<file path="src/design/ole_pkg.sv">
// ole_pkg: shared types and constants for the ordered list engine
// no dependencies; imported by ole_ctrl, ole_datapath and ordered_list_engine
package ole_pkg;

    localparam int unsigned DEF_CAPACITY = 64;

    localparam int unsigned REQ_W   = 3;
    localparam int unsigned VALUE_W = 32;
    localparam int unsigned POS_W   = 8;
    localparam int unsigned STAT_W  = 3;
    localparam int unsigned LEN_W   = 7;

    localparam int unsigned S_DATA_W = 40;
    localparam int unsigned S_USER_W = 3;
    localparam int unsigned M_DATA_W = 16;

    typedef enum logic [REQ_W-1:0] {
        REQ_INS_HEAD = 3'd0,
        REQ_INS_TAIL = 3'd1,
        REQ_INS_POS  = 3'd2,
        REQ_DEL_HEAD = 3'd3,
        REQ_DEL_TAIL = 3'd4,
        REQ_DEL_POS  = 3'd5,
        REQ_SEARCH   = 3'd6
    } req_t;

    typedef enum logic [STAT_W-1:0] {
        ST_OK      = 3'd0,
        ST_EMPTY   = 3'd1,
        ST_INVALID = 3'd2,
        ST_OOB     = 3'd3,
        ST_FULL    = 3'd4
    } status_t;

    typedef struct packed {
        logic capture;
        logic commit;
    } cmd_t;

endpackage

</file>
<file path="src/design/ole_ctrl.sv">
// ole_ctrl: request sequencer and output word handshake
// depends on ole_pkg; drives the command struct into ole_datapath
module ole_ctrl (
    input  logic          aclk,
    input  logic          aresetn,
    input  logic          s_tvalid,
    output logic          s_tready,
    output logic          m_tvalid,
    input  logic          m_tready,
    output ole_pkg::cmd_t cmd
);
    import ole_pkg::*;

    typedef enum logic [1:0] {
        ST_IDLE = 2'b01,
        ST_EXEC = 2'b10
    } state_t;

    state_t state_reg, state_next;
    logic   out_valid_reg, out_valid_next;
    logic   out_free;

    assign out_free    = !out_valid_reg || m_tready;
    assign s_tready    = (state_reg == ST_IDLE);
    assign cmd.capture = s_tvalid && s_tready;
    assign cmd.commit  = (state_reg == ST_EXEC) && out_free;
    assign m_tvalid    = out_valid_reg;

    always_comb begin
        state_next = state_reg;
        case (state_reg)
            ST_IDLE: begin
                if (cmd.capture) begin
                    state_next = ST_EXEC;
                end
            end
            ST_EXEC: begin
                if (cmd.commit) begin
                    state_next = ST_IDLE;
                end
            end
            default: begin
                state_next = ST_IDLE;
            end
        endcase
    end

    always_comb begin
        if (cmd.commit) begin
            out_valid_next = 1'b1;
        end else if (m_tready) begin
            out_valid_next = 1'b0;
        end else begin
            out_valid_next = out_valid_reg;
        end
    end

    always_ff @(posedge aclk) begin
        if (!aresetn) begin
            state_reg     <= ST_IDLE;
            out_valid_reg <= 1'b0;
        end else begin
            state_reg     <= state_next;
            out_valid_reg <= out_valid_next;
        end
    end

`ifndef SYNTHESIS
    a_commit_loads: assert property (@(posedge aclk) disable iff (!aresetn)
        cmd.commit |=> out_valid_reg)
        else $error("result word not presented after commit");

    a_capture_exec: assert property (@(posedge aclk) disable iff (!aresetn)
        cmd.capture |=> (state_reg == ST_EXEC))
        else $error("accepted word did not start execution");

    a_hold_blocked: assert property (@(posedge aclk) disable iff (!aresetn)
        ((state_reg == ST_EXEC) && out_valid_reg && !m_tready) |=> (state_reg == ST_EXEC))
        else $error("request left execution while output blocked");

    a_cmd_excl: assert property (@(posedge aclk) disable iff (!aresetn)
        !(cmd.capture && cmd.commit))
        else $error("capture and commit in the same cycle");
`endif

endmodule

</file>
<file path="config.mk">
export PLATFORM = sky130hd
export DESIGN_NAME = ole_ctrl
export DESIGN_NICKNAME = d
export VERILOG_FILES = /design/src/design/ole_pkg.sv /design/src/design/ole_ctrl.sv
export SDC_FILE = /design/constraint.sdc
export NUM_CORES = 1
export LEC_CHECK = 0
export BUFFER_PORTS_ARGS = -buffer_cell sky130_fd_sc_hd__buf_2
export CORE_AREA = 2 2 39 41
export CTS_CLUSTER_DIAMETER = 50
export DETAILED_ROUTE_END_ITERATION = 8
export DIE_AREA = 0 0 41 43
export GPL_TIMING_DRIVEN = 0
export SYNTH_ARGS = -nofsm -noshare
export SYNTH_HDL_FRONTEND = slang
export SYNTH_SLANG_ARGS = --single-unit
</file>
<file path="constraint.sdc">
create_clock -name aclk -period 1.31 [get_ports aclk]
set_clock_uncertainty 0.2 [all_clocks]
set_input_delay 0.1965 -clock aclk [delete_from_list [all_inputs] [get_ports aclk]]
set_output_delay 0.1965 -clock aclk [all_outputs]
set_load 0.005 [all_outputs]
</file>
# Word-level counts from Yosys, hierarchy flattened
# Index checks and enable logic that the tools add are counted.
# totals
mem_count,0
mem_bits_ro,0
mem_bits_rw,0
latch_bits,0
wordCells,17
ff_bits,3
inputBits,4
# classes
bitwise_logic,0
eq_ne,4
n_reduce_logical,6
mux,5
magnitude_cmp,0
n_div,0
mul,0
n_addsub,0
n_shift,0
# ops
op,n
2-bit 2-to-1 mux,2
2-bit case mux with 2 select lines,1
"2-bit by 1-bit == test with 1-bit output, second input constant",1
"2-bit == test, second input constant",1
1-bit logical AND,2
1-bit 2-to-1 mux,2
"2-bit by 1-bit inequality test with 1-bit output, second input constant",1
"2-bit inequality test, second input constant",1
2-bit AND reduction,1
2-bit nonzero test,1
1-bit logical NOT,1
1-bit logical OR,1

# Logic depth before layout (Yosys ltp)
# Gate-level depths: netlist of run 1.
# depth
ltp_word,5
ltp_mapped,3
mapped_depth_nobuf,2

# Worst setup path before layout of run 1
# OpenSTA, ideal clock, no wires.
# synth_path
path_type,register to output
startpoint,register state_reg[0]
endpoint,output cmd[0] (netlist name)
stages_incl_launch_ff,4
path_slack_ns,0.270
required_ns,0.914
t_arrival_ns,0.644
path_cell_list,dfxtp_1 -> nand2b_1 -> nor2b_1 -> buf_4
# synth_lines
item,line_no,rtl
start: declaration,ole_ctrl.sv:19,"state_t state_reg, state_next;"
start signal: assignment,ole_ctrl.sv:63,state_reg <= state_next;
end: declaration,ole_ctrl.sv:10,output ole_pkg::cmd_t cmd

==> results.yml, run 1 <==
sta:
  setup_viol: 1
  finalHoldViolCount: 0
  holdWs_ns: 0.05197
  final-max-slew-violation-count: 0
  fin_crit_sh: 1.005
  rsz0062_at_grt: "true"
  worst_slew_pin_slew_ns: 0.09313
  setup_slack_ns: -0.006469
  clock.fmax_mhz: 759.6
  slew-limit-headroom: 0.9375
  fin_crit_ns: 1.316
  setup_tns_ns: -0.006469
finish:
  drive_gt1_frac: 0.6667
  synthToLayoutAreaGrowth_pct: 90.65
  antenna_cells: 0
  final_cell_mix: "7 x buf_2, 3 x clkbuf_4, 3 x buf_4, 2 x nor2b_1, 2 x dfxtp_2"
  final_common_cell: "buf_2"
  fin_nets: 32
  largest_reg_flops: 2
route:
  viasPerCell: 3.186
  drc_errors: 0
  drtAntennaViolNets: 0
  wl_per_cell_um: 7.465
  vias: 137
  drt-pass1-iter-count: 1
  wl_um: 321
  drt_iter0_drc: 0
clocking:
  cts_buffer_depth: 2
  cts_tree: "yes"
  htreeDepth: 1
  cts_root_buffer: "clkbuf_4"
  cts.sinks: 3
  clk_pin_slew_ns: 0.04
  cts_buffers: 3
  clkLatencyLatePin_ns: 0.23
setup_path:
  critPathKind: "reg2out"
  cpMaxStageDelayCell: "dfxtp_4"
  cp_max_fo: 4
  cp.required_ns: 0.91
  cp_data_arrival_time_ns: 0.92
  critPathLaunchType: "flip-flop"
  crit_path_end_kind: "output pin"
  slowest_delay_ns: 0.36
  crit_chain: "and3b_2 > buf_2"
yosys:
  synth_area_per_cell_sq_um: 10.30
  syn-num-nets: 17
  yosysSeqAreaShare: 0.4486
  yosys_warnings: 0
  syn_inst: 13
  synth_cell_types: 9
  synth_area_sq_um: 133.9
  ys_ff_latch: 3
grt:
  antenna_found_initial: 0
  grt_pass1_vias: 118
  grt_overflow: 0
  grt_pass1_wl_um: 407
  grt_usage: 0.04905
  grt_max_degree: 5
run_status:
  violations: "setup timing"
  status: "finished, violations left"
run:
  drv_cap: 0
floorplanning:
  dieArea_sq_mm: 0.001763
  fp.dieH_um: 43
  core-area_sq_mm: 0.001384
  num_rows: 14
  start_util: 0.09674
  die_x_um: 41
  ioPinCount: 8
placed_design:
  place_hpwl_um: 215.4
  place.gp.congestion: 0.4995
  numPortBuffers: 7
power_and_ir_drop:
  powerDensity_mw_per_mm2: 1173
  p_leak_nw: 0.1224
  ir_drop_mv: 0.2063
hold_path:
  hold_class: "in2reg"
cell usage after synthesis:
library cell | count | area share
and3b_1 | 1 | 0.065
a21boi_1 | 1 | 0.056
o21ai_1 | 1 | 0.037
dfxtp_1 | 3 | 0.45
nor2b_1 | 2 | 0.093
o21a_1 | 1 | 0.056
and4bb_1 | 1 | 0.093
nand2b_1 | 2 | 0.093
buf_4 | 1 | 0.056
worst max-delay path, delay by kind of cell (launching register included):
family / cells / cell delay (ns)
buf+inv: 1 / 0.12
flops: 1 / 0.36
simple gates: 1 / 0.21
path summary, 6_finish.rpt:
| check | startpoint | end | slack, ns | cells past startpoint |
|---|---|---|---|---|
| setup / recovery | state_reg[1]$_SDFFE_PN0P_ | cmd[1] | -0.006 | 2 |
| hold / removal | m_tready | m_tvalid$_SDFFE_PN0P_ | 0.05 | 3 |
| setup reg to reg | state_reg[1]$_SDFFE_PN0P_ | state_reg[1]$_SDFFE_PN0P_ | 0.03 | 4 |
| hold reg to reg | m_tvalid$_SDFFE_PN0P_ | m_tvalid$_SDFFE_PN0P_ | 0.28 | 2 |
metrics by stage:
step	instance area, sq um	util	total power, mW	setup WS (ns)	std cells
2_1_floorplan	133.9	-	0.1128	0.2699	13
3_3_place_gp	188.9	0.1365	0.1255	0.1177	36
3_5_place_dp	188.9	0.1365	0.1262	0.1157	36
4_1_cts	237.7	0.1718	0.3057	-0.02736	41
5_1_grt	255.2	0.1844	0.3258	-0.04172	43
6_report	255.2	0.1844	0.2995	-0.006469	43
metal layers:
metal | vias up | global-route usage | wire [um]
li1 | 72 | - | -
met1 | 59 | 0.02229 | 120
met2 | 6 | 0.05625 | 158
met3 | 0 | 0.06283 | 42
met4 | 0 | 0.08000 | 0
met5 | - | 0 | 0
area by class of cell:
| class | count | area [sq um] |
|---|---|---|
| clock buffers | 4 | 26.28 |
| multi-input cells | 9 | 75.07 |
| fillers | 166 | 1129 |
| well taps | 16 | 20.02 |
| flip-flops and latches | 3 | 66.31 |
| repair buffers | 11 | 67.56 |
kinds of logic (layout without fill, tap and decap cells):
logic type | count (synthesis) | count (layout) | share of synthesized area
DFF | 3 | 3 | 0.4486
buffers and inverters | 1 | 15 | 0.05610
and+or+nand+nor | 6 | 6 | 0.3458
AOI/OAI and AO/OA | 3 | 3 | 0.1495
report_power, final:
group	switching (mW)	internal (mW)	total (mW)
registers	0.00440	0.0962	0.101
logic	0.0110	0.0254	0.0364
clock network	0.0483	0.114	0.162
timing repair:
item,in CTS,in global routing
hold buffers,1,0
pin swaps,0,0
hold endpoints to repair,2,0
setup buffers,1,2
resized for setup,5,1
setup endpoints to repair,2,2
Power figures use the tool's default switching activity.
==> run 2, diff against run 1 <==
--- a/config.mk
+++ b/config.mk
@@ -7,6 +7,7 @@
 export LEC_CHECK = 0
 export BUFFER_PORTS_ARGS = -buffer_cell sky130_fd_sc_hd__buf_2
 export CORE_AREA = 2 2 39 41
+export CTS_BUF_LIST = sky130_fd_sc_hd__clkbuf_4 sky130_fd_sc_hd__clkbuf_8
 export CTS_CLUSTER_DIAMETER = 50
 export DETAILED_ROUTE_END_ITERATION = 8
 export DIE_AREA = 0 0 41 43
==> run 2 against run 1 <==
The run still ends with setup timing left. Combinational power about the same. Sequential power about the same. Via count did not move. Cell area rose by 1.5%. Critical path type unchanged.
==> results.yml, run 2 (synthesis results as in run 1) <==
run_status:
  status: "finished, violations left"
  violations: "setup timing"
hold_path:
  hold_class: "in2reg"
clocking:
  cts_root_buffer: "clkbuf_4"
  cts_tree: "yes"
  clk_pin_slew_ns: 0.04
  htreeDepth: 1
  cts_buffer_depth: 2
  clkLatencyLatePin_ns: 0.23
  cts.sinks: 3
  cts_buffers: 3
power_and_ir_drop:
  sw_frac_of_total: 0.2012
  pwr-share-comb: 0.113
  p_leak_nw: 0.1259
  p_sw_mw: 0.06461
  powerDensity_mw_per_mm2: 1240
  pwr-share-seq: 0.313
  ir_drop_mv: 0.2064
  pwr-share-clk: 0.573
  p_int_mw: 0.2566
placed_design:
  numPortBuffers: 7
  place_ws_ns: 0.1157
  place_hpwl_um: 215.4
  place.gp.congestion: 0.4995
floorplanning:
  dieArea_sq_mm: 0.001763
  start_util: 0.09674
  die_x_um: 41
  core-area_sq_mm: 0.001384
  num_rows: 14
  fp.dieH_um: 43
  ioPinCount: 8
sta:
  setup_slack_ns: -0.007564
  slew-limit-headroom: 0.9375
  setup_viol: 1
  fin_crit_ns: 1.318
  finalHoldViolCount: 0
  rsz0062_at_grt: "true"
  final-max-slew-violation-count: 0
  fin_crit_sh: 1.006
  worst_slew_pin_slew_ns: 0.09313
  clock.fmax_mhz: 759.0
finish:
  fillers: 166
  fin_nets: 32
  synthToLayoutAreaGrowth_pct: 93.46
  drive_gt1_frac: 0.7037
  final_common_cell: "buf_2"
  final_core_util: 0.1872
  antenna_cells: 0
  largest_reg_flops: 2
  final_cell_mix: "7 x buf_2, 4 x clkbuf_4, 3 x buf_4, 2 x nor2b_1, 2 x dfxtp_2"
route:
  viasPerCell: 3.186
  drt_iter0_drc: 0
  drtAntennaViolNets: 0
  drt-pass1-iter-count: 1
  wl_per_cell_um: 7.512
  drc_errors: 0
  vias: 137
  wl_um: 323
setup_path:
  cp_data_arrival_time_ns: 0.92
  cp_max_fo: 4
  critPathLaunchType: "flip-flop"
  cp.required_ns: 0.91
  crit_path_end_kind: "output pin"
  critPathKind: "reg2out"
grt:
  grt_max_degree: 5
  grt_pass1_vias: 118
  grt_pass1_wl_um: 414
  grt_overflow: 0
  grt_usage: 0.05205
  antenna_found_initial: 0
run:
  drv_cap: 0
[run 2: changes by cell type in the layout (fill, tap and decap cells not counted)]
cell,delta
clkbuf_1,-1
clkbuf_4,+1
[run 2: stage by stage]
stage	hold WS [ns]	power [mW]	area (sq um)	setup TNS [ns]	cells
global route	0.07241	0.3490	259.0	-0.08712	43
floorplan	0.07649	0.1128	133.9	0	13
CTS	0.04595	0.3277	241.5	-0.02891	41
finish	0.05088	0.3212	259.0	-0.007564	43
detailed placement	0.2172	0.1262	188.9	0	36
global placement	0.2089	0.1255	188.9	0	36
[run 2: area by class of cell]
class,instances,area (sq um),area share
well taps,16,20.02,0.07729
flip-flops and latches,3,66.31,0.2560
multi-input cells,9,75.07,0.2899
repair buffers,11,67.56,0.2609
clock buffers,4,30.03,0.1159
[run 2: path summary, 6_finish.rpt]
kind | start | endpoint | slack [ns] | depth (start not counted)
worst min-delay path | m_tready | m_tvalid$_SDFFE_PN0P_ | 0.05 | 3
worst max-delay path | state_reg[1]$_SDFFE_PN0P_ | cmd[1] | -0.008 | 2
worst max register to register | state_reg[1]$_SDFFE_PN0P_ | state_reg[1]$_SDFFE_PN0P_ | 0.03 | 4
worst min register to register | m_tvalid$_SDFFE_PN0P_ | m_tvalid$_SDFFE_PN0P_ | 0.28 | 2
[run 2: worst max-delay path, cell delays in order, from the launching register on]
cell     delay [ns]
dfxtp_4        0.36
and3b_2        0.21
buf_2          0.12
[run 2: metal layers]
layer | track usage | vias to the layer above | wire length [um]
met2 | 0.05625 | 6 | 162
met4 | 0.1000 | 0 | 0
met5 | 0 | - | 0
met3 | 0.06283 | 0 | 42
li1 | - | 72 | -
met1 | 0.02229 | 59 | 118
[run 2: power by group through the flow]
stage	logic, mW	clock network, mW	registers (mW)
final	0.0364	0.184	0.101
after global routing	0.0406	0.208	0.101
after CTS	0.0323	0.194	0.102
after detailed placement	0.0251	0	0.101
after global placement	0.0246	0	0.101
after floorplan	0.0127	0	0.100
[run 2: repair_timing]
action                                  in CTS  in global routing
endpoints found under the hold margin        2                  0
endpoints found under the setup margin       2                  2
resized for setup                            5                  1
buffers inserted                             1                  2
hold buffers                                 1                  0
